[config.mk]
export PLATFORM = sky130hd
export DESIGN_NAME = leaky_bounded_stack
export DESIGN_NICKNAME = d
export VERILOG_FILES = /design/src/rtl/lbs_pkg.sv /design/src/rtl/lbs_ram.sv /design/src/rtl/leaky_bounded_stack.sv
export SDC_FILE = /design/constraint.sdc
export NUM_CORES = 2
export LEC_CHECK = 0
export BUFFER_PORTS_ARGS = -buffer_cell sky130_fd_sc_hd__buf_2
export CAP_MARGIN = 20
export CORE_MARGIN = 8
export CORE_UTILIZATION = 45
export CTS_CLUSTER_DIAMETER = 50
export DETAILED_ROUTE_END_ITERATION = 6
export GPL_TIMING_DRIVEN = 0
export PLACE_DENSITY_LB_ADDON = 0.3
export SETUP_SLACK_MARGIN = 0.3
export SLEW_MARGIN = 0
export SYNTH_ARGS = -nofsm -noshare
export SYNTH_HDL_FRONTEND = slang
export SYNTH_SLANG_ARGS = --single-unit
[constraint.sdc]
create_clock -name clk -period 10.65 [get_ports clk]
set_input_delay 2.13 -clock clk [delete_from_list [all_inputs] [get_ports clk]]
set_output_delay 2.13 -clock clk [all_outputs]
set_load 0.1 [all_outputs]
[src/rtl/lbs_pkg.sv]
// Shared types and constants for the leaky bounded stack.
package lbs_pkg;

  localparam int VALUE_W    = 32;
  localparam int DEPTH_W    = 7;
  localparam int CAP_W      = 7;
  localparam int PERIOD_W   = 16;
  localparam int CFG_IDX_W  = 2;
  localparam int CFG_DATA_W = 16;

  localparam logic [CAP_W-1:0] CAP_RESET = 7'd64;

  typedef enum logic {
    CMD_PUSH = 1'b0,
    CMD_POP  = 1'b1
  } cmd_t;

  typedef logic [CFG_IDX_W-1:0]  cfg_idx_t;
  typedef logic [CFG_DATA_W-1:0] cfg_data_t;
  typedef logic [DEPTH_W-1:0]    depth_t;
  typedef logic signed [VALUE_W-1:0] value_t;

  localparam cfg_idx_t CFG_CAPACITY    = 2'd0;
  localparam cfg_idx_t CFG_LEAK_PERIOD = 2'd1;

endpackage

[src/rtl/lbs_ram.sv]
// Generic single-port-write, single-port-read RAM with a registered read.
module lbs_ram #(
  parameter int WIDTH = 32,
  parameter int DEPTH = 64
) (
  input  logic                     clk,
  input  logic                     we,
  input  logic [$clog2(DEPTH)-1:0] waddr,
  input  logic [WIDTH-1:0]         wdata,
  input  logic                     re,
  input  logic [$clog2(DEPTH)-1:0] raddr,
  output logic [WIDTH-1:0]         rdata
);

  logic [WIDTH-1:0] mem [DEPTH];

  always_ff @(posedge clk) begin
    if (we) begin
      mem[waddr] <= wdata;
    end
    if (re) begin
      rdata <= mem[raddr];
    end
  end

endmodule

[src/rtl/leaky_bounded_stack.sv]
// Top level of the leaky bounded stack: control, ring pointers and result register.
//
//   channel  direction  handshake             payload
//   in_      input      in_valid / in_ready   in_command, in_push_value
//   out_     output     out_valid / out_ready depth, top value, top valid, dropped, leaked
//   cfg_     input      cfg_valid / cfg_ready cfg_index, cfg_data
//
// A pop that leaves entries reads its new top from the RAM; other items need no RAM read.
// Reset is synchronous: it clears the pointers, counters, leak period and busy/valid flags,
// loads the capacity with CAP_RESET, and leaves the result registers and the RAM uncleared.
// A new item is taken while the previous result is being transferred on the output.
// The configuration port is always ready.
module leaky_bounded_stack #(
  parameter int MAX_DEPTH = 64,
  parameter int WORD_BITS = 32
) (
  input  logic                clk,
  input  logic                rst_n,
  input  logic                in_valid,
  output logic                in_ready,
  input  lbs_pkg::cmd_t       in_command,
  input  lbs_pkg::value_t     in_push_value,
  output logic                out_valid,
  input  logic                out_ready,
  output lbs_pkg::depth_t     out_depth,
  output lbs_pkg::value_t     out_top_value,
  output logic                out_top_valid,
  output logic                out_push_dropped,
  output logic                out_leaked,
  input  logic                cfg_valid,
  output logic                cfg_ready,
  input  lbs_pkg::cfg_idx_t   cfg_index,
  input  lbs_pkg::cfg_data_t  cfg_data
);

  import lbs_pkg::*;

  localparam int PTR_W = (MAX_DEPTH > 1) ? $clog2(MAX_DEPTH) : 1;
  localparam int CNT_W = $clog2(MAX_DEPTH + 1);
  localparam int CMP_W = (CNT_W > CAP_W) ? CNT_W : CAP_W;
  localparam int EXT_W = (WORD_BITS > VALUE_W) ? WORD_BITS : VALUE_W;
  localparam logic [CMP_W-1:0] MAX_CMP = CMP_W'(MAX_DEPTH);

  logic [CAP_W-1:0]     cap_r;
  logic [PERIOD_W-1:0]  period_r;
  logic [CNT_W-1:0]     count_r;
  logic [PTR_W-1:0]     bottom_r;
  logic [PERIOD_W-1:0]  opcnt_r;
  logic [WORD_BITS-1:0] top_r;
  logic                 busy_r;
  logic                 out_valid_r;
  depth_t               out_depth_r;
  value_t               out_top_r;
  logic                 out_top_valid_r;
  logic                 out_dropped_r;
  logic                 out_leaked_r;

  logic [CNT_W-1:0]     count_nxt;
  logic [PTR_W-1:0]     bottom_nxt;
  logic [PERIOD_W-1:0]  opcnt_nxt;
  logic                 busy_nxt;
  logic                 out_valid_nxt;

  logic [CMP_W-1:0]     cap_ext;
  logic [CMP_W-1:0]     cap_eff;
  logic                 accept;
  logic                 is_push;
  logic                 push_ok;
  logic                 pop_ok;
  logic                 drop;
  logic [CNT_W-1:0]     count_op;
  logic [PERIOD_W-1:0]  opcnt_inc;
  logic                 fire;
  logic                 leak;
  logic                 need_read;
  logic [PTR_W-1:0]     wr_addr;
  logic [PTR_W-1:0]     rd_addr;
  logic [PTR_W-1:0]     bottom_inc;
  logic signed [EXT_W-1:0] wr_wide;
  logic [WORD_BITS-1:0] wr_word;
  logic [WORD_BITS-1:0] top_sel;
  logic [WORD_BITS-1:0] ram_rdata;
  logic signed [EXT_W-1:0] top_sel_wide;
  logic signed [EXT_W-1:0] rd_wide;

  function automatic logic [PTR_W-1:0] ring_add(input logic [PTR_W-1:0] base,
                                                input logic [PTR_W-1:0] off);
    logic [PTR_W:0] s;
    s = {1'b0, base} + {1'b0, off};
    if (s >= (PTR_W+1)'(MAX_DEPTH)) begin
      s = s - (PTR_W+1)'(MAX_DEPTH);
    end
    return s[PTR_W-1:0];
  endfunction

  assign accept    = in_valid && in_ready;
  assign in_ready  = !busy_r && (!out_valid_r || out_ready);
  assign cfg_ready = 1'b1;

  assign cap_ext = CMP_W'(cap_r);
  assign cap_eff = (cap_ext > MAX_CMP) ? MAX_CMP : cap_ext;

  assign is_push = (in_command == CMD_PUSH);
  assign push_ok = is_push && (CMP_W'(count_r) < cap_eff);
  assign drop    = is_push && !push_ok;
  assign pop_ok  = !is_push && (count_r != '0);

  always_comb begin
    if (push_ok) begin
      count_op = count_r + CNT_W'(1);
    end else if (pop_ok) begin
      count_op = count_r - CNT_W'(1);
    end else begin
      count_op = count_r;
    end
  end

  assign opcnt_inc = opcnt_r + PERIOD_W'(1);
  assign fire      = (period_r != '0) && (opcnt_inc >= period_r);
  assign leak      = fire && (count_op != '0);
  assign need_read = pop_ok && (count_nxt != '0);

  assign wr_addr    = ring_add(bottom_r, count_r[PTR_W-1:0]);
  assign rd_addr    = ring_add(bottom_r, PTR_W'(count_r - CNT_W'(2)));
  assign bottom_inc = ring_add(bottom_r, PTR_W'(1));

  assign wr_wide = EXT_W'(in_push_value);
  assign wr_word = wr_wide[WORD_BITS-1:0];
  assign top_sel = push_ok ? wr_word : top_r;

  assign top_sel_wide = EXT_W'(signed'(top_sel));
  assign rd_wide      = EXT_W'(signed'(ram_rdata));

  always_comb begin
    count_nxt  = count_r;
    bottom_nxt = bottom_r;
    opcnt_nxt  = opcnt_r;
    if (accept) begin
      count_nxt = leak ? (count_op - CNT_W'(1)) : count_op;
      if (leak) begin
        bottom_nxt = bottom_inc;
      end
      if (period_r != '0) begin
        opcnt_nxt = fire ? '0 : opcnt_inc;
      end
    end
  end

  always_comb begin
    busy_nxt      = 1'b0;
    out_valid_nxt = out_valid_r && !out_ready;
    if (busy_r) begin
      out_valid_nxt = 1'b1;
    end else if (accept) begin
      busy_nxt      = need_read;
      out_valid_nxt = !need_read;
    end
  end

  always_ff @(posedge clk) begin
    if (!rst_n) begin
      cap_r       <= CAP_RESET;
      period_r    <= '0;
      count_r     <= '0;
      bottom_r    <= '0;
      opcnt_r     <= '0;
      busy_r      <= 1'b0;
      out_valid_r <= 1'b0;
    end else begin
      count_r     <= count_nxt;
      bottom_r    <= bottom_nxt;
      opcnt_r     <= opcnt_nxt;
      busy_r      <= busy_nxt;
      out_valid_r <= out_valid_nxt;
      if (cfg_valid && cfg_ready) begin
        case (cfg_index)
          CFG_CAPACITY:    cap_r    <= cfg_data[CAP_W-1:0];
          CFG_LEAK_PERIOD: period_r <= cfg_data[PERIOD_W-1:0];
          default: ;
        endcase
      end
    end
  end

  always_ff @(posedge clk) begin
    if (busy_r) begin
      top_r     <= ram_rdata;
      out_top_r <= rd_wide[VALUE_W-1:0];
    end else if (accept) begin
      top_r           <= top_sel;
      out_depth_r     <= DEPTH_W'(count_nxt);
      out_top_valid_r <= (count_nxt != '0);
      out_dropped_r   <= drop;
      out_leaked_r    <= leak;
      out_top_r       <= (count_nxt != '0) ? top_sel_wide[VALUE_W-1:0] : '0;
    end
  end

  lbs_ram #(
    .WIDTH (WORD_BITS),
    .DEPTH (MAX_DEPTH)
  ) u_ram (
    .clk   (clk),
    .we    (accept && push_ok),
    .waddr (wr_addr),
    .wdata (wr_word),
    .re    (accept && need_read),
    .raddr (rd_addr),
    .rdata (ram_rdata)
  );

  assign out_valid        = out_valid_r;
  assign out_depth        = out_depth_r;
  assign out_top_value    = out_top_r;
  assign out_top_valid    = out_top_valid_r;
  assign out_push_dropped = out_dropped_r;
  assign out_leaked       = out_leaked_r;

endmodule

==> impl_metrics.tcl <==
set metrics [dict create \
    cts_setup_buffers 0 \
    avgSynthCellArea_um2 22.3 \
    finalSetupViolCount 0 \
    cts_tree "yes" \
    die-area_um2 206000 \
    syn_area_um2 86300 \
    post-route-cell-area_um2 100000 \
    path_cells "inv_1 > fa_1 > clkbuf_1 > clkbuf_1 > clkbuf_1 > buf_8 > clkbuf_1 > nand3_1 > nor2_4 > buf_16" \
    cts_root_buf "clkbuf_16" \
    drt_iter0_drc 4763 \
    synth.most_common_cell "edfxtp_1" \
    wirelength_mm 219 \
    min_path_type "flip-flop to flip-flop" \
    grt.total_usage_pct 21.1 \
    grt_pass1_wl_mm 311 \
    slowest_delay_ps 1010 \
    slew_headroom_pct 15.4 \
    cp.required_ps 11170 \
    numCtsBuffers 219 \
    coreArea_um2 190000 \
    ys.flop_type "edfxtp_1" \
    area_growth_pct 16.1 \
    endpoint_kind "flip-flop" \
    cap_violations 0 \
    worst-path-buf-inv 7 \
    worstPathMaxFanout 17 \
    port_buffers 99 \
    grt_max_degree 50 \
    ys_seq_area_share_pct 76.2 \
    finalMaxSlewViolations 0 \
    tightest_slew_ps 1260 \
    finalHoldViolations 0 \
    overflow 0 \
    hold_buffers 0 \
    critPathTopFamily "buffers and inverters" \
    synth-edff-count 2154 \
    ys_warn_count 0 \
    cts.sinks 2208 \
    io_pins 101 \
    htree_levels 4 \
    ctsResizeCount 0 \
    start_util_pct 45.3 \
    skew_ps 56.0 \
    status "complete, no violations" \
    routed-via-count 41800 \
    slowest_stage "nand3_1" \
    core.rowCount 160 \
    grt_antenna_before_repair 4 \
    hpwl_mm 151 \
    async_reset_ff_share_pct 0 \
    synthCells 3862 \
    path_class "flip-flop to flip-flop" \
    powerDensity_nw_per_um2 306 \
    synthTopCellsByArea "edfxtp_1, mux4_2, dfxtp_1" \
    clkLatencyLatePin_ps 850 \
    vias_per_cell 5.96 \
    clock_path_buffers 3 \
    cts.clk_slew.worst_paths_ps 60 \
    place_area_um2 92900 \
    avgRoutedWirePerCell_um 31.2 \
    min_period_ps 6810 \
    rsz0062_at_grt "no" \
    ys_top_cells_by_count "edfxtp_1, mux4_2, clkbuf_1" \
    worst-endpoint-arrival_ps 7330 \
    min_period_over_period_pct 63.9 \
    routabilityCongestion 0.889 \
    chipWidth_um 454 \
    grt_pass1_vias 42500 \
    crit_top_cell "clkbuf_1" \
    nets 4420 \
    max_freq_mhz 147 \
    first_pass_iters 5 \
    ys_types 73 \
    synth_top_cell_area_share_pct 75.0 \
    antenna_left 0 \
    vdd_drop_max_v 0.000227 \
    tns_ps 0 \
    synth_top_area_cell "edfxtp_1" \
    drc_errors 0 \
    synth-seq-cells 2208 \
    reg2reg_slack_ps 3840 \
    syn_nets 3960 \
    drive_above_1_share_pct 28.4 \
    crit_path_start_kind "flip-flop" \
    dieHeight_um 454 \
    p_leak_nw 31.7 \
]
==> flip-flops by register name (all words and copies together) (netlist names) <==
register,cells
opcnt_r,16
out_depth,7
period_r,16
u_ram.rdata,32
u_ram.mem,2048
out_push_dropped,1
bottom_r,6
cap_ext,7
top_r,32
out_top_value,32
out_valid,1
count_r,7
busy_r,1
out_top_valid,1
out_leaked,1
==> cells by family (layout without fill, tap and decap cells) <==
logic type	Yosys count	in the layout	synth area share, %
compound gates	259	259	2.00
fa+ha+maj	42	42	0.627
flops	2208	2208	76.2
mux	714	714	17.6
xor+xnor	41	41	0.425
buf+inv	260	892	1.20
simple gates	337	337	1.93
other cells	1	8	0.00435
==> cell usage in the layout (no fill, tap or decap), types with 45 or more instances in the layout <==
master / count
clkbuf_16: 220
buf_12: 54
inv_1: 62
buf_1: 58
dfxtp_1: 54
nand2_1: 98
mux2i_1: 72
nor2_4: 64
clkbuf_1: 166
clkinv_1: 51
buf_2: 103
edfxtp_1: 2154
buf_16: 45
mux4_2: 640
a21oi_1: 75
==> final timing paths <==
check | to | cells after the start | from
hold reg to reg | period_r[11] | 2 | period_r[11]
setup / recovery | u_ram.mem[8][15] | 10 | count_r[1]
hold / removal | period_r[11] | 2 | period_r[11]
setup reg to reg | u_ram.mem[8][15] | 10 | count_r[1]
==> routing by layer <==
layer	wire (um)	vias to the layer above	share of wire [%]	global-route usage, %
li1	-	17300	-	-
met1	86700	22500	40	28.3
met2	109000	1690	50	35.0
met3	17100	301	7.8	4.50
met4	6390	0	2.9	6.08
met5	0	-	0	0
==> where the power goes <==
part	total [mW]	switching (mW)	internal [mW]
registers	10.3	0.130	10.2
logic	12.9	7.96	4.99
clock network	7.38	3.31	4.08
total	30.6	11.4	19.2
==> final cells by class <==
class / count / area, um2
sequential: 2208 / 65800
clock inverter: 133 / 1200
tap: 2511 / 3140
fill: 14400 / 90300
clock buffer: 260 / 5660
antenna: 7 / 17.5
timing repair buffer: 239 / 3340
buffer: 196 / 797
inverter: 64 / 240
multi-input combinational: 1394 / 20000
==> worst min-delay path, stage by stage (launching register included) <==
cell	delay (ps)
dfxtp_1	320
nand2_1	60
a21oi_1	60
==> stage by stage <==
step | setup WS [ps] | power, mW | utilization (%) | hold slack (ps) | cells
finish | 3840 | 30.6 | 52.6 | 488 | 7012
global route | 3700 | 31.5 | 52.6 | 494 | 7005
CTS | 3840 | 30.5 | 52.4 | 486 | 6981
detailed placement | 3580 | 23.2 | 48.8 | 474 | 6588
global placement | 631 | 22.8 | 47.2 | 472 | 6472
floorplan | 2410 | 18.2 | - | 449 | 3862
(Power assumes the default switching activity.)
